--- config.mk ---
export PLATFORM = sky130hd
export DESIGN_NAME = wgg_cordic
export DESIGN_NICKNAME = d
export VERILOG_FILES = /design/src/wgg_pkg.sv /design/src/wgg_cordic.sv
export SDC_FILE = /design/constraint.sdc
export NUM_CORES = 1
export LEC_CHECK = 0
export ABC_AREA = 1
export BUFFER_PORTS_ARGS = -buffer_cell sky130_fd_sc_hd__buf_2
export CORE_ASPECT_RATIO = 1.4
export CORE_UTILIZATION = 30
export CTS_BUF_LIST = sky130_fd_sc_hd__clkbuf_8 sky130_fd_sc_hd__clkbuf_16
export CTS_CLUSTER_DIAMETER = 30
export DETAILED_ROUTE_END_ITERATION = 6
export HOLD_SLACK_MARGIN = 0.06
export SKIP_CTS_REPAIR_TIMING = 1
export SLEW_MARGIN = 10
export SYNTH_ARGS = -nofsm -noshare
export SYNTH_HDL_FRONTEND = slang
export SYNTH_SLANG_ARGS = --single-unit
export TNS_END_PERCENT = 50
--- constraint.sdc ---
create_clock -name clk -period 4.3 [get_ports clk]
set_clock_uncertainty 0.15 [all_clocks]
set_input_delay 0.645 -clock clk [delete_from_list [all_inputs] [get_ports clk]]
set_output_delay 0.645 -clock clk [all_outputs]
set_load 0.005 [all_outputs]
--- src/wgg_pkg.sv ---
package wgg_pkg;

  localparam int ATAN_ENTRIES = 24;
  localparam logic signed [31:0] PI_Q24      = 32'sd52707179;
  localparam logic signed [31:0] HALF_PI_Q24 = 32'sd26353589;
  localparam logic signed [31:0] TWO_PI_Q24  = 32'sd105414357;
  localparam logic signed [31:0] INV_GAIN    = 32'sd10188014;
  localparam logic signed [16:0] PI_Q12      = 17'sd12868;
  localparam logic signed [16:0] TWO_PI_Q12  = 17'sd25736;

  localparam logic [2:0] REG_SPEED_GAIN = 3'd0;
  localparam logic [2:0] REG_TURN_GAIN  = 3'd1;
  localparam logic [2:0] REG_MAX_SPEED  = 3'd2;
  localparam logic [2:0] REG_MAX_TURN   = 3'd3;
  localparam logic [2:0] REG_ARRIVE     = 3'd4;

  typedef enum logic [3:0] {
    ST_IDLE, ST_DIST, ST_ADV, ST_ERR, ST_WRAP, ST_ROT, ST_PROJ0, ST_PROJ1,
    ST_SPEED, ST_VEC, ST_TURN0, ST_TURN1, ST_OUT
  } state_t;

  // CORDIC unit control
  typedef struct packed {
    logic               start;
    logic               vectoring;
    logic signed [31:0] x0;
    logic signed [31:0] y0;
    logic signed [31:0] z0;
  } cordic_req_t;

  typedef struct packed {
    logic               done;
    logic signed [31:0] x;
    logic signed [31:0] y;
    logic signed [31:0] z;
  } cordic_rsp_t;

  function automatic logic signed [31:0] atan_lut(input logic [4:0] i);
    case (i)
      5'd0:  atan_lut = 32'sd13176795;
      5'd1:  atan_lut = 32'sd7778716;
      5'd2:  atan_lut = 32'sd4110060;
      5'd3:  atan_lut = 32'sd2086331;
      5'd4:  atan_lut = 32'sd1047214;
      5'd5:  atan_lut = 32'sd524117;
      5'd6:  atan_lut = 32'sd262123;
      5'd7:  atan_lut = 32'sd131069;
      5'd8:  atan_lut = 32'sd65536;
      5'd9:  atan_lut = 32'sd32768;
      5'd10: atan_lut = 32'sd16384;
      5'd11: atan_lut = 32'sd8192;
      5'd12: atan_lut = 32'sd4096;
      5'd13: atan_lut = 32'sd2048;
      5'd14: atan_lut = 32'sd1024;
      5'd15: atan_lut = 32'sd512;
      5'd16: atan_lut = 32'sd256;
      5'd17: atan_lut = 32'sd128;
      5'd18: atan_lut = 32'sd64;
      5'd19: atan_lut = 32'sd32;
      5'd20: atan_lut = 32'sd16;
      5'd21: atan_lut = 32'sd8;
      5'd22: atan_lut = 32'sd4;
      5'd23: atan_lut = 32'sd2;
      default: atan_lut = 32'sd0;
    endcase
  endfunction

endpackage

--- src/wgg_cordic.sv ---
module wgg_cordic import wgg_pkg::*; #(
  parameter int STEPS = 16
) (
  input  logic        clk,
  input  logic        rst,
  input  cordic_req_t req,
  output cordic_rsp_t rsp
);
  localparam int NSTEP = (STEPS < ATAN_ENTRIES) ? STEPS : ATAN_ENTRIES;

  logic signed [31:0] x, y, z;
  logic [4:0]         step;
  logic               busy, vec;
  logic               dir;
  logic               done;
  logic signed [31:0] xs, ys, a;

  assign xs  = x >>> step;
  assign ys  = y >>> step;
  assign a   = atan_lut(step);
  // rotate towards zero angle, or towards zero y when vectoring
  assign dir = vec ? (y >= 0) : (z >= 0);

  always_ff @(posedge clk) begin
    if (rst) begin
      busy <= 1'b0;
      done <= 1'b0;
      step <= '0;
    end else begin
      done <= busy && !req.start && (step == 5'(NSTEP - 1));
      if (req.start) begin
        busy <= 1'b1;
        step <= '0;
        vec  <= req.vectoring;
        x    <= req.x0;
        y    <= req.y0;
        z    <= req.z0;
      end else if (busy) begin
        if (vec == dir) begin
          x <= x + ys;
          y <= y - xs;
        end else begin
          x <= x - ys;
          y <= y + xs;
        end
        z <= (dir ^ vec) ? z - a : z + a;
        if (step == 5'(NSTEP - 1)) begin
          busy <= 1'b0;
        end
        step <= step + 5'd1;
      end
    end
  end

  assign rsp.done = done;
  assign rsp.x = x;
  assign rsp.y = y;
  assign rsp.z = z;
endmodule

Word level (Yosys, flattened, before mapping)
Memory sizes are Yosys's and may differ from the RTL's. A register that Yosys moved wholly into a read port is not among the register bits.
Index checks and enable logic that the tools add are counted.
- ROM bits: 768
- memories kept: 1
- flip-flop bits (word level): 104
- output and inout bits: 97
- mux-type cells: 15
- order comparisons: 2
- shift operators: 2
- bitwise logic cells: 2
- add/subtract/negate cells: 7
- reduce and logical (&&, ||, !) cells: 7
- equality and inequality tests: 2
- memory list (name ; depth ; bits a word ; read ports ; clocked after Yosys merged registers in ; wr ports ; line ; RTL):
    (name not given) ; 32 ; 24 ; 1 ; 1 ; 0 ; wgg_pkg.sv:39 ; case (i)
- operators with widths (operator ; count):
    $mux W32 ; 9
    $add A32 B32 Y32 ; 3
    $sub A32 B32 Y32 ; 3
    $ge A32 B1 Y1 const B ; 2
    $sshr A32 B5 Y32 ; 2
    $mux W5 ; 2
    $add A5 B1 Y5 const B ; 1
    $eq A5 B4 Y1 const B ; 1
    $mux W1 ; 4
    $reduce_and A2 Y1 ; 2
    $logic_and A1 B1 Y1 ; 2
    $reduce_bool A2 Y1 ; 1
    $reduce_or A2 Y1 ; 1
    $eq A1 B1 Y1 ; 1
    $logic_not A1 Y1 ; 1
    $not A1 Y1 ; 1
    $xor A1 B1 Y1 ; 1

Depth between registers and ports, before layout
- depth in word-level cells: 6
- mapped depth: 33

Worst setup path before layout
No wires, ideal clock.
- path kind: input-to-reg
- start point: input req[97] (netlist bit)
- end point: register x[0], enable pin
- slack: 0.308 ns
- path buffers: 2
- cell stages on the path: 6
- data arrival time: 3.385 ns
- data required time: 3.692 ns
- setup time: 0.458 ns
- cell sequence: clkbuf_1 -> inv_2 -> clkbuf_1 -> nor2_1 -> inv_1 -> nand2_1
- longest elaborated chain between the ends: 2
- ends and longest elaborated chain (element ; line ; RTL):
    from (decl) ; wgg_cordic.sv:6 ; input cordic_req_t req,
    $reduce_bool A2 Y1 (no source line) ; - ;
    $reduce_and A2 Y1 (no source line) ; - ;
    to (signal assigned) ; wgg_cordic.sv:35 ; x <= req.x0;
    to (signal assigned) ; wgg_cordic.sv:40 ; x <= x + ys;
    to (signal assigned) ; wgg_cordic.sv:43 ; x <= x - ys;
    to (decl) ; wgg_cordic.sv:11 ; logic signed [31:0] x, y, z;
Every way passes these cells.
A chain may end at the register's enable or synchronous reset.

Final worst setup path
- start point: register step[0]
- end point: register y[26] (data pin)
- longest elaborated chain between the ends: 5
- ends and longest elaborated chain (element ; line ; RTL):
    from (decl) ; wgg_cordic.sv:12 ; logic [4:0] step;
    from (signal assigned) ; wgg_cordic.sv:50 ; step <= step + 5'd1;
    $sshr A32 B5 Y32 * ; wgg_cordic.sv:18 ; assign xs = x >>> step;
    $add A32 B32 Y32 or $sub A32 B32 Y32 (tied branches) ; wgg_cordic.sv:44, wgg_cordic.sv:41 ;
    $mux W32 * ; wgg_cordic.sv:39 ; if (vec == dir) begin
    $mux W32 * ; wgg_cordic.sv:38 ; end else if (busy) begin
    $mux W32 * ; wgg_cordic.sv:31 ; if (req.start) begin
    to (signal assigned) ; wgg_cordic.sv:36 ; y <= req.y0;
    to (signal assigned) ; wgg_cordic.sv:41 ; y <= y - xs;
    to (signal assigned) ; wgg_cordic.sv:44 ; y <= y + xs;
    to (decl) ; wgg_cordic.sv:11 ;
Every way passes the cells marked *; elsewhere a longest branch is shown, timed or not. The select of a mux whose other input is x is not followed.

==> metrics.md <==
| Metric | Value |
|---|---|
| Status | complete, but fails checks |
| Failing checks | design-rule violations, negative setup slack |
| Final WS setup | -230 ps |
| Die Area | around 0.055 sq mm |
| Die Y | 278 um |
| Synth Cell Area | 0.0163 sq mm |
| Share of the synthesized area in the top cell type | 0.199 |
| CP max stage delay | 410 ps |
| DRT iter0 DRCs | 1392 |
| Synth Flop Type | edfxtp_1 |
| Yosys reg bits | ~130 |
| First-pass GRT wire length | between 100000 and 150000 um |
| Maxcap violations | 0 |
| Die W | about 200 um |
| Fillers | 5588 |
| Area of the core | 0.0534 sq mm |
| Worst setup path startpoint | step[0] |
| Endpoints failing setup | 35 |
| Num rows | 100 |
| Crit end category | flop |
| Area contributors post-synth | nand2_1 20%, edfxtp_1 18%, nand3_1 14%, ha_1 8.5%, inv_1 5.6% |
| R2R cell count | 29 |
| Wirelength per Cell | 18.2 um |
| Placed cells | 3999 |
| Slowest cell on crit path | dfxtp_4 |
| Worst-path clk slew | 70 ps |
| CTS buffer count | 17 |
| FFs w/ async S/R, synth | 0 |
| Worst Path Required | 4400 ps |
| Post-Synthesis Cells | 2700 |
| Number of enable flip-flop cells after synthesis | between 90 and 100 |
| Endpoints failing hold | 0 |
| Initial antenna violation count | 1 |
| RSZ-0062 raised after global routing | true |
| Antenna cell count | 0 |
| IO Pins | 197 |
| Pwr/cell area | 617 mW/mm^2 |
| Final Max Tran Viols | 0 |
| Final WL | 74000 um |
| Via count | 20800 |
| # clock sinks | 128 |
| Flip-flop and latch area | approximately 0.0035 sq mm |
| PortBufs | about 200 |
| Mean post-synth cell area | 6.03 sq um |
| DRT Pass-1 Iters | 7 |
| Starting density of the core | 0.305 |
| Total Nets Final | 3553 |
| Period minus WS final | approximately 4500 ps |
| Worst hold-check path type | in -> reg |
| Post-synthesis sequential area ratio | 0.217 |
| Number of distinct library cells after synthesis | 49 |
| Max VDD drop | 0.327 mV |
| Final GP Congestion | 1.04 |
| Leak | 12.3 nW |
| CP max FO | 20 |
| H-tree depth | 4 |
| Power consumption | approximately 15 mW |
| Residual DRC | 1 |
| WHS Path Cells | 1 |
| Fin cells | 4067 |
| Post-Synthesis Net Count | 2913 |
| Commonest non-fill, non-tap cell in the layout | nand2_1 |
| Area of the multi-input gates | 0.0132 sq mm |
| R2R Path Start | step[0] |
| YS warnings | 0 |
| Worst slew margin | 0.532 |
| Slew @ Worst Pin | 702 ps |
| Max Fclk | roughly 220 MHz |
| Vias in the first global route | roughly 20000 |
| All-Layer GR Usage | 0.256 |
| HP Start | req[96] |
| Setup Crit Path Kind | reg -> reg |
| Worst hold slack | between 150 and 200 ps |
| Yosys top cell by area | nand2_1 |
| Element type at the critical path start | flop |
| Final period utilization | 1.05 |
| Via density | 5.10 |
| CTS tree | built |
| Post-DP HPWL | 58200 um |
| Largest net degree at the start of global routing | 63 |
| Remaining global-route overflow | 0 |
| Crit path DAT | 4630 ps |
| CTS root buffer | clkbuf_16 |
| Synth-to-layout area growth | 51.2% |
| Max Root-Sink Buffers | 2 |
| Post-DRT Antenna Nets | 0 |
| Worst-skew pair later-pin latency | just under 500 ps |
| Ratio of cells with drive above 1 in the final layout | 0.364 |
| CP dominant cell by count | nand3_1 |
| Commonest non-fill, non-tap cells in the layout | 764 x nand2_1, 493 x buf_4, 340 x nand3_1, 236 x inv_1, 195 x buf_2 |
per-stage QoR:
step                setup TNS, ps  instance area, sq um   util  setup WS, ps
finish                      -4700                 24600  0.461          -230
global route               -15160                 24600  0.461          -468
CTS                        -14500                 22300  0.417          -664
detailed placement         -13180                 21700  0.406          -640
global placement           -13750                 21700  0.406          -615
floorplan                       0                 16300      -           308
registers in the layout, summed over array words and instances (netlist names):
name / count
z: 32
done: 1
busy: 1
y: 32
a: 24
x: 32
step: 5
vec: 1
cells in the mapped netlist, drive strengths merged (3+ instances only):
| cell | number |
|---|---|
| nand3 | 472 |
| o211ai | 4 |
| o31ai | 12 |
| a31oi | 20 |
| o22ai | 3 |
| nor3 | 34 |
| nand2 | 868 |
| fa | 3 |
| o21a | 18 |
| o221a | 3 |
| or2 | 64 |
| a211oi | 3 |
| nor2 | 206 |
| a221oi | 5 |
| a21oi | 136 |
| nand3b | 5 |
| nor4 | 9 |
| clkbuf | 41 |
| edfxtp | 97 |
| nand4 | 15 |
| ha | 110 |
| xor2 | 51 |
| a21o | 11 |
| o21bai | 4 |
| dfxtp | 31 |
| xnor2 | 29 |
| buf | 62 |
| inv | 252 |
| o21ai | 120 |
power by group:
part	leakage [nW]	internal [mW]	switching (mW)	total, mW
clock network	0.295	0.830	0.696	1.53
logic	10.8	5.28	6.30	11.6
registers	1.20	1.72	0.353	2.08
worst max-delay path: cells and delay by family, from the launching register on:
kind,cells,cell delay [ps]
AO/OA/AOI/OAI,1,240
adder cells (fa/ha/maj),1,270
buffers and inverters,7,900
flip-flops,1,410
AND/OR/NAND/NOR,20,2300
worst paths after layout:
check,to,slack (ps)
setup reg to reg,y[26],-230
hold reg to reg,done,410
hold / removal,vec,180
setup / recovery,y[26],-230
cell type report:
class	count	area share
clock buffers	20	0.0199
inverters	254	0.0394
clock inverters	12	0.00371
multi-input cells	2215	0.538
flip-flops and latches	128	0.144
repair buffers	724	0.219
well taps	714	0.0363
routing by layer:
layer | wire length (um) | vias to the layer above | global-route usage
li1 | - | 10300 | -
met1 | 28200 | 9521 | 0.282
met2 | 36700 | 717 | 0.453
met3 | 3720 | 228 | 0.0377
met4 | 5340 | 2 | 0.162
met5 | 11 | - | 0
cells by family (layout without fill, tap and decap cells):
family	after synthesis	in the layout	synth area share
buf+inv	357	1010	0.0878
flops	128	128	0.217
xor+xnor	80	80	0.0430
fa+ha+maj	113	113	0.0882
compound gates	346	346	0.121
simple gates	1676	1676	0.443
Power figures use the tool's default switching activity.
